$ cat src/hdl/assert_macros.svh
// Assertion macros used by the top-level RTL file.
`ifndef ASSERT_MACROS_SVH
`define ASSERT_MACROS_SVH

// The consequent must hold in the same cycle as the antecedent.
`define ASSERT_IMPLIES(label, clk, rst, pre, post) \
   label: assert property (@(posedge clk) disable iff (rst) (pre) |-> (post)) \
      else $error("assertion failed");

// The consequent must hold in the cycle after the antecedent.
`define ASSERT_NEXT(label, clk, rst, pre, post) \
   label: assert property (@(posedge clk) disable iff (rst) (pre) |=> (post)) \
      else $error("assertion failed");

`endif

$ cat src/hdl/dd_pkg.sv
`default_nettype none

package dd_pkg;

   localparam int DateW   = 27;
   localparam int CountW  = 22;
   localparam int YearW   = 14;
   localparam int DayNumW = 23;

   localparam logic [DateW-1:0]  MaxDate  = 27'd99999999;
   localparam logic [CountW-1:0] MaxCount = 22'd3652425;

   // Reciprocals for division by 625 (after a shift by 4) and by 25 (after a shift by 2).
   localparam logic [23:0] Div625Mul   = 24'd13743896;
   localparam logic [11:0] Div25Mul    = 12'd2622;
   localparam logic [13:0] YearScale   = 14'd10000;
   localparam logic [13:0] CenturyBase = 14'd400;

   typedef struct packed {
      logic                 ok;
      logic [DayNumW-1:0]   num;
   } dd_day_type;

   function automatic logic [4:0] month_len(input logic [3:0] m, input logic leap);
      logic [4:0] len;
      case (m)
         4'd2:                      len = leap ? 5'd29 : 5'd28;
         4'd4, 4'd6, 4'd9, 4'd11:   len = 5'd30;
         default:                   len = 5'd31;
      endcase
      return len;
   endfunction

   // Days before the month in a year that starts in March.
   function automatic logic [8:0] month_offset(input logic [3:0] m);
      logic [8:0] off;
      case (m)
         4'd1:    off = 9'd306;
         4'd2:    off = 9'd337;
         4'd3:    off = 9'd0;
         4'd4:    off = 9'd31;
         4'd5:    off = 9'd61;
         4'd6:    off = 9'd92;
         4'd7:    off = 9'd122;
         4'd8:    off = 9'd153;
         4'd9:    off = 9'd184;
         4'd10:   off = 9'd214;
         4'd11:   off = 9'd245;
         4'd12:   off = 9'd275;
         default: off = 9'd0;
      endcase
      return off;
   endfunction

endpackage

`default_nettype wire

$ cat src/hdl/date_difference_days_top.sv
`default_nettype none
// Inclusive Gregorian day count between two dates given as YYYYMMDD integers.
// Input channel: a transfer takes place at a rising clock edge with start high
// and busy low. busy is always low, so a new date pair may be sent every cycle.
// Result channel: rsp_valid is high for exactly one cycle per transfer and
// marks rsp_day_count and rsp_bad_date. The receiver cannot hold results off,
// and none is needed since the pipeline never stops.
// The result reaches the ports through nine register stages: the
// seven-stage date-to-day-number pipeline, one stage that orders the two day
// numbers and subtracts them, and the result register.
// Throughput: one transfer per cycle, results in transfer order.
// A date is flagged when its value is above 99999999, its month is outside
// 1 to 12, or its day is outside the month; the count is then zero.
// Reset clears all valid bits, so no result appears from earlier transfers;
// the payload registers are not reset.

`include "assert_macros.svh"

module date_difference_days_top import dd_pkg::*; (
   input  wire logic              clock,
   input  wire logic              reset,
   input  wire logic              start,
   output wire logic              busy,
   input  wire logic [DateW-1:0]  req_first_date,
   input  wire logic [DateW-1:0]  req_second_date,
   output wire logic              rsp_valid,
   output wire logic [CountW-1:0] rsp_day_count,
   output wire logic              rsp_bad_date
);

   localparam int UnitDepth = 7;

   dd_day_type             day_a;
   dd_day_type             day_b;

   logic [UnitDepth-1:0]   vld_ff, vld_in;
   logic                   diff_vld_ff;
   logic [DayNumW-1:0]     diff_ff, diff_in;
   logic                   bad_ff, bad_in;
   logic                   rsp_valid_ff;
   logic [CountW-1:0]      rsp_day_count_ff, rsp_day_count_in;
   logic                   rsp_bad_date_ff;

   dd_day_num u_first (
      .clock (clock),
      .date  (req_first_date),
      .day   (day_a)
   );

   dd_day_num u_second (
      .clock (clock),
      .date  (req_second_date),
      .day   (day_b)
   );

   assign busy = 1'b0;

   always_comb begin
      vld_in  = {vld_ff[UnitDepth-2:0], start && !busy};
      diff_in = (day_b.num >= day_a.num) ? (day_b.num - day_a.num) : (day_a.num - day_b.num);
      bad_in  = !(day_a.ok && day_b.ok);
      rsp_day_count_in = bad_ff ? '0 : (diff_ff[CountW-1:0] + 22'd1);
   end

   always_ff @(posedge clock) begin
      if (reset) begin
         vld_ff       <= '0;
         diff_vld_ff  <= 1'b0;
         rsp_valid_ff <= 1'b0;
      end else begin
         vld_ff       <= vld_in;
         diff_vld_ff  <= vld_ff[UnitDepth-1];
         rsp_valid_ff <= diff_vld_ff;
      end
      diff_ff          <= diff_in;
      bad_ff           <= bad_in;
      rsp_day_count_ff <= rsp_day_count_in;
      rsp_bad_date_ff  <= bad_ff;
   end

   assign rsp_valid     = rsp_valid_ff;
   assign rsp_day_count = rsp_day_count_ff;
   assign rsp_bad_date  = rsp_bad_date_ff;

   `ASSERT_IMPLIES(bad_gives_zero, clock, reset, rsp_valid && rsp_bad_date, rsp_day_count == '0)
   `ASSERT_IMPLIES(good_not_zero, clock, reset, rsp_valid && !rsp_bad_date, rsp_day_count != '0)
   `ASSERT_IMPLIES(count_in_range, clock, reset, rsp_valid, rsp_day_count <= MaxCount)
   `ASSERT_NEXT(diff_to_result, clock, reset, diff_vld_ff, rsp_valid)

endmodule

`default_nettype wire

$ cat src/hdl/dd_day_num.sv
`default_nettype none

module dd_day_num import dd_pkg::*; (
   input  wire logic             clock,
   input  wire logic [DateW-1:0] date,
   output dd_day_type            day
);

   logic [YearW-1:0]   year1_ff, year1_in;
   logic [DateW-1:0]   date1_ff;
   logic               over1_ff, over1_in;

   logic [YearW-1:0]   year2_ff;
   logic [13:0]        rem2_ff, rem2_in;
   logic               over2_ff;

   logic [YearW-1:0]   year3_ff;
   logic [13:0]        rem3_ff;
   logic [6:0]         month3_ff, month3_in;
   logic [7:0]         cent3_ff, cent3_in;
   logic               over3_ff;

   logic [YearW-1:0]   year4_ff;
   logic [6:0]         month4_ff;
   logic [6:0]         mday4_ff, mday4_in;
   logic [7:0]         cent4_ff;
   logic [6:0]         yrem4_ff, yrem4_in;
   logic               over4_ff;

   logic               ok5_ff, ok5_in;
   logic [YearW-1:0]   yp5_ff, yp5_in;
   logic [7:0]         cp5_ff, cp5_in;
   logic [8:0]         moff5_ff, moff5_in;
   logic [4:0]         mday5_ff;

   logic               ok6_ff;
   logic [DayNumW-1:0] base6_ff, base6_in;
   logic [9:0]         small6_ff, small6_in;
   logic [7:0]         cp6_ff;

   dd_day_type         day7_ff, day7_in;

   logic [46:0] prod1;
   logic [26:0] scaled2;
   logic [26:0] diff2;
   logic [23:0] prod3_m;
   logic [23:0] prod3_c;
   logic [13:0] diff4_d;
   logic [13:0] diff4_y;
   logic        leap5;
   logic        adj5;
   logic        month_ok5;
   logic [4:0]  len5;

   always_comb begin
      prod1    = 47'(date[DateW-1:4]) * 47'(Div625Mul);
      year1_in = prod1[46:33];
      over1_in = date > MaxDate;

      scaled2 = 27'(year1_ff) * 27'(YearScale);
      diff2   = date1_ff - scaled2;
      rem2_in = diff2[13:0];

      prod3_m   = 24'(rem2_ff[13:2]) * 24'(Div25Mul);
      prod3_c   = 24'(year2_ff[13:2]) * 24'(Div25Mul);
      month3_in = prod3_m[22:16];
      cent3_in  = prod3_c[23:16];

      diff4_d  = rem3_ff - 14'(month3_ff) * 14'd100;
      diff4_y  = year3_ff - 14'(cent3_ff) * 14'd100;
      mday4_in = diff4_d[6:0];
      yrem4_in = diff4_y[6:0];

      leap5     = (yrem4_ff == 7'd0) ? (cent4_ff[1:0] == 2'd0) : (year4_ff[1:0] == 2'd0);
      month_ok5 = month4_ff inside {[7'd1:7'd12]};
      len5      = month_len(month4_ff[3:0], leap5);
      ok5_in    = !over4_ff && month_ok5 && (mday4_ff != 7'd0) && (mday4_ff <= 7'(len5));
      adj5      = month4_ff <= 7'd2;
      yp5_in    = year4_ff + CenturyBase - 14'(adj5);
      cp5_in    = cent4_ff + ((adj5 && yrem4_ff == 7'd0) ? 8'd3 : 8'd4);
      moff5_in  = month_offset(month4_ff[3:0]);

      base6_in  = 23'(yp5_ff) * 23'd365 + 23'(yp5_ff[13:2]);
      small6_in = 10'(moff5_ff) + 10'(mday5_ff) + 10'(cp5_ff[7:2]);

      day7_in.ok  = ok6_ff;
      day7_in.num = base6_ff + 23'(small6_ff) - 23'(cp6_ff);
   end

   always_ff @(posedge clock) begin
      year1_ff  <= year1_in;
      date1_ff  <= date;
      over1_ff  <= over1_in;

      year2_ff  <= year1_ff;
      rem2_ff   <= rem2_in;
      over2_ff  <= over1_ff;

      year3_ff  <= year2_ff;
      rem3_ff   <= rem2_ff;
      month3_ff <= month3_in;
      cent3_ff  <= cent3_in;
      over3_ff  <= over2_ff;

      year4_ff  <= year3_ff;
      month4_ff <= month3_ff;
      mday4_ff  <= mday4_in;
      cent4_ff  <= cent3_ff;
      yrem4_ff  <= yrem4_in;
      over4_ff  <= over3_ff;

      ok5_ff    <= ok5_in;
      yp5_ff    <= yp5_in;
      cp5_ff    <= cp5_in;
      moff5_ff  <= moff5_in;
      mday5_ff  <= mday4_ff[4:0];

      ok6_ff    <= ok5_ff;
      base6_ff  <= base6_in;
      small6_ff <= small6_in;
      cp6_ff    <= cp5_ff;

      day7_ff   <= day7_in;
   end

   assign day = day7_ff;

endmodule

`default_nettype wire
$ cat config.mk
export PLATFORM = sky130hd
export DESIGN_NAME = date_difference_days_top
export DESIGN_NICKNAME = d
export VERILOG_FILES = /design/src/hdl/dd_pkg.sv /design/src/hdl/date_difference_days_top.sv /design/src/hdl/dd_day_num.sv
export VERILOG_INCLUDE_DIRS = /design/src /design/src/hdl
export SDC_FILE = /design/constraint.sdc
export NUM_CORES = 2
export LEC_CHECK = 0
export ABC_AREA = 1
export BUFFER_PORTS_ARGS = -buffer_cell sky130_fd_sc_hd__buf_2
export CAP_MARGIN = 25
export CORE_AREA = 2 2 315 317
export CTS_CLUSTER_DIAMETER = 200
export DETAILED_ROUTE_END_ITERATION = 8
export DIE_AREA = 0 0 317 319
export PLACE_DENSITY = 0.79
export SYNTH_ARGS = -nofsm -noshare
export SYNTH_HDL_FRONTEND = slang
export SYNTH_SLANG_ARGS = --single-unit
$ cat constraint.sdc
create_clock -name clock -period 5.3 [get_ports clock]
set_input_delay 0.265 -clock clock [delete_from_list [all_inputs] [get_ports clock]]
set_output_delay 0.265 -clock clock [all_outputs]
set_load 0.02 [all_outputs]
* Word level (Yosys, flattened, before mapping) *
Memory sizes are Yosys's and may differ from the RTL's. A register that Yosys moved wholly into a read port is not among the register bits.
Cells that the tools add are included.

storage, ports and cells
  flip-flop bits (word level) = 521
  latch bits = 0
  RAM bits = 0
  memory bits (read-only) = 288
  input port bits = 57
  output and inout port bits = 25
  logic and storage cells = 156
  memories kept = 2

memories
  memory            depth  bits a word  read ports  clocked after memory_dff  wr ports  RTL line      RTL
  (name not given)  16     9            1           1                         0         dd_pkg.sv:37  case (m)
  (name not given)  16     9            1           1                         0         dd_pkg.sv:37

cells by class
  $add $sub $neg = 25
  multipliers = 14
  divide/modulo/power cells = 0
  magnitude comparators = 11
  equality and inequality tests = 10
  shifts and indexed selects = 0
  multiplexer cells = 9
  bitwise logic cells = 0
  reduce and logical (&&, ||, !) cells = 24

operator list
  kind                    count
  $mul 23x21->44 const B  2
  $gt 27x27->1 const B    2
  $add 23x10->23          2
  $add 23x12->23          2
  $mul 12x11->23 const B  2
  $mul 14x9->23 const B   2
  $sub 23x8->23           2
  $mul 12x11->22 const B  2
  $sub 22x22->22          2
  $add 14x9->14 const B   2
  $mul 14x10->10 const B  2
  $sub 14x1->14           2
  $sub 14x14->14          2
  $sub 7x7->7             4
  $ge 23x23->1            1
  $add 22x1->22 const B   1
  $mux 22                 1
  $add 10x6->10           2
  $add 9x5->10            2
  $pmux 5 s2              2
  $add 8x8->8             2
  $eq 4x3->1 const B      4
  $eq 4x4->1 const B      4
  $mul 8x5->5 const B     2
  14 further kinds        42

* Logic depth before layout (Yosys ltp) *
  depth in word-level cells = 6
  mapped depth = 30

* Modules after synthesis *
Synthesis repeated with hierarchy kept, for this count alone.

unflattened totals
  cell total of the unflattened synthesis = 6883
  area total of the unflattened synthesis = 59081.7 µm²

by module, submodules not included
  module                    instances  cells each  area an instance (µm²)
  dd_day_num (u_first)      1          3036        27186.1
  dd_day_num (u_second)     1          2952        26731.9
  date_difference_days_top  1          895         5163.7

* Least setup slack after synthesis *
OpenSTA, ideal clock, no wires.

  path kind = input-to-reg
  from = input req_second_date[17]
  to = register u_second.year1_ff[6]
  arrival = 4.971 ns
  path slack = 0.216 ns
  cell stages on the path = 21
  cell sequence = inv_1 > ha_1 > inv_1 > fa_1 > inv_1 > fa_1 > inv_1 > fa_1 > fa_1 > fa_1 > inv_1 > fa_1 > inv_1 > ha_1 > nand2_1 > nor2_1 > inv_1 > nor4_1 > nand4_1 > nand4_1 > nand2_1

between the ends
  cells in the longest elaborated chain, start to end = 1

RTL lines
  item                          RTL line                        RTL
  from (decl)                   date_difference_days_top.sv:25  input wire logic [DateW-1:0] req_second_date,
  $mul 23x21->44                dd_day_num.sv:56                prod1 = 47'(date[DateW-1:4]) * 47'(Div625Mul);
  named net u_second.prod1[39]  dd_day_num.sv:43                logic [46:0] prod1;
  to (signal assigned)          dd_day_num.sv:91                year1_ff <= year1_in;
  to (decl)                     dd_day_num.sv:9                 logic [YearW-1:0] year1_ff, year1_in;

The timed path passes the listed nets, and every way through them passes these cells.
A chain may end at the register's enable or synchronous reset.

* Final worst setup path *
  from = input req_first_date[8]
  to = register u_first.year1_ff[6]

between the ends
  cells in the longest elaborated chain, start to end = 1

RTL lines
  item                         RTL line                        RTL
  from (decl)                  date_difference_days_top.sv:24  input wire logic [DateW-1:0] req_first_date,
  $mul 23x21->44               dd_day_num.sv:56
  named net u_first.prod1[39]  dd_day_num.sv:43
  to (signal assigned)         dd_day_num.sv:91
  to (decl)                    dd_day_num.sv:9

The timed path passes the listed nets, and every way through them passes these cells.

==> results.yml <==
run_status:
  status: "finished clean"
die:
  pin_count: 82
  core.rowCount: 115
  start_util: 0.596
  die_area_um2: 101000
  die_x_um: 317
  die_y_um: 319
  core-area_um2: 97700
grt:
  grt_max_degree: 24
  grt_pass1_vias: 47600
  antenna_found_initial: 2
  grt_overflow: 0
  grt_pass1_wl_um: 231000
  track_usage: 0.285
detailed_routing:
  dr_total_vias: 44500
  avgRoutedWirePerCell_um: 16.8
  drt-initial-drc-count: 2426
  drt.antenna.violating_nets: 0
  route.detailed.drc: 0
  viasPerCell: 5.30
  wl_um: 141000
  drt_pass1_iterations: 5
setup_path:
  critPathKind: "in -> reg"
  r2r_end: "u_second.cent3_ff[5]$_DFF_P_"
  rr_startpoint: "u_second.year2_ff[10]$_DFF_P_"
  r2r_cells: 17
  cp.required_ns: 5.79
  critical_path.max_fanout: 5
  rrSetupSlack_ns: 0.69
  startpoint_type: "primary input"
  cp-end-kind: "flip-flop"
  arrival_ns: 5.64
cts:
  clock_latency_ns: 0.62
  numCtsBuffers: 56
  cts_sinks: 535
  clkTransAtPathRegs_ns: 0.06
  cts_tree: "done"
  cts-root-buf: "clkbuf_16"
  max-clock-path-buffers: 3
  cts_max_level: 2
sta:
  fin_crit_ns: 5.15
  finalMaxSlewViolations: 0
  timing.hold.ws_ns: 0.0462
  layout_setup_ws_ns: 0.149
  hold_viol_final: 0
  setup_violations: 0
  fin_crit_sh: 0.972
  maxSlewHeadroom: 0.377
  fin_setup_tns_ns: 0
  max_freq_ghz: 0.194
  skew_ns: 0.0192
  worst_slew_pin_slew_ns: 0.911
synthesis:
  synth.avg_cell_area_um2: 8.73
  yosysUniqueCellTypes: 57
  synth_top_flop_cell: "dfxtp_1"
  synth_top_area_share: 0.239
  synth.top_cells.by_area: "ha_1, fa_1, dfxtp_1, inv_1, nand2_1"
  synthTopCellsByCount: "inv_1, ha_1, nand2_1"
  ys_seq_elements: 535
  synth_seq_area_share: 0.184
  synth_area_leader_cell: "ha_1"
  yosysWarnings: 0
  synth_edf_count: 0
  synthCells: 6666
  async_flop_share: 0
  syn-num-nets: 8514
  syn-cell-area_um2: 58200
  yosysMostFrequentCell: "inv_1"
hold_path:
  holdPathEnd: "u_second.date1_ff[6]$_DFF_P_"
  holdCritStartpoint: "req_second_date[6]"
  holdPathStages: 3
  hp-class: "in -> reg"
layout:
  multiInputGateArea_um2: 41500
  diodes: 0
  regArea_um2: 10700
  drive_gt1_frac: 0.0733
  syn2layout_area_growth_pct: 10.4
  nFillCells: 7936
  stdcell_count: 8391
  final_nets: 8909
job:
  cap_violations: 0
place:
  dp_hpwl_um: 121000
  pre_cts_slack_ns: -0.320
  dp.cells: 8265
  gp_congestion: 0.997
  io_buffers: 80
## sequential cells by signal (all words and copies together), names as in the netlist, 22 cells and up
signal             flops
u_second.day          24
u_first.base6_ff      23
diff_ff               22
u_second.base6_ff     23
rsp_day_count         22
u_first.day           24
## logic make-up (layout without fill, tap and decap cells)
logic type	count (synthesis)	after routing	share of synthesized area
fa+ha+maj	1791	1791	0.472
buf+inv	1640	2078	0.107
simple gates	1636	1636	0.119
compound gates	784	784	0.0759
flops	535	535	0.184
xor+xnor	279	279	0.0420
other cells	1	1	0.0000644
## critical path, stage by stage
cell and delay (ns):
buf_2 0.11, dlygate4sd3_1 0.56, buf_4 0.18, ha_4 0.19
buf_4 0.14, fa_1 0.52, inv_1 0.07, fa_1 0.49
inv_1 0.05, fa_1 0.47, fa_1 0.51, fa_1 0.43
ha_1 0.30, ha_1 0.33, nand2_1 0.14, nor2_1 0.17
inv_1 0.08, nor3_2 0.24, nand4_1 0.18, nand4_1 0.14
nand2_1 0.06
## final cells by class
class	count	share of cell area
multi-input cells	4491	0.645
well taps	1287	0.0250
repair buffers	361	0.0400
clock buffers	71	0.0241
inverters	1616	0.0944
flip-flops and latches	535	0.167
clock inverters	30	0.00518
## through the flow
stage	util	cell area, um2
after floorplan	-	58200
final	0.658	64300
after detailed placement	0.635	62000
after global routing	0.658	64300
after CTS	0.656	64100
after global placement	0.635	62000
## layout by cell type, fill, tap and decap left out, types with 13 or more instances in the layout
cell	n
ha_1	1107
inv_1	1614
nor4_1	27
nand2_1	894
o21ai_1	17
clkbuf_16	57
nor3_1	55
nand3_1	174
a31oi_1	15
nand2_2	14
buf_2	80
o21bai_1	32
a21o_1	38
o21a_1	13
or2_2	14
nor2_2	17
dlygate4sd3_1	24
a21oi_1	359
dfxtp_1	535
fa_1	677
buf_4	257
nand4_1	87
xor2_1	189
xnor2_1	90
nor2_1	326
o21ai_0	227
## layer usage
layer,global-route usage,share of wire,wire [um]
met1,0.330,0.40,56600
met2,0.526,0.51,71800
met3,0.0311,0.040,5690
met4,0.125,0.049,6860
met5,0,0,0
## worst max path at each step
stage	slack, ns	from	end	cells past startpoint
2_1_floorplan	0.22	req_second_date[17]	u_second.year1_ff[6]$_DFF_P_	21
3_3_place_gp	-0.29	req_first_date[19]	u_first.year1_ff[3]$_DFF_P_	23
3_5_place_dp	-0.32	req_first_date[19]	u_first.year1_ff[3]$_DFF_P_	23
4_1_cts	0.03	req_first_date[8]	u_first.year1_ff[3]$_DFF_P_	22
5_1_grt	-0.02	req_first_date[8]	u_first.year1_ff[6]$_DFF_P_	24
6_report	0.15	req_first_date[8]	u_first.year1_ff[6]$_DFF_P_	21
## repair_timing
item,4_1_cts,5_1_grt
setup endpoints to repair,0,14
gates resized for setup,0,45
hold buffers,24,0
endpoints found under the hold margin,30,0
buffers inserted,0,1
Power is left out: the tool's default activity adds up to more than one toggle a clock period on the data nets, which glitch-free logic cannot reach.
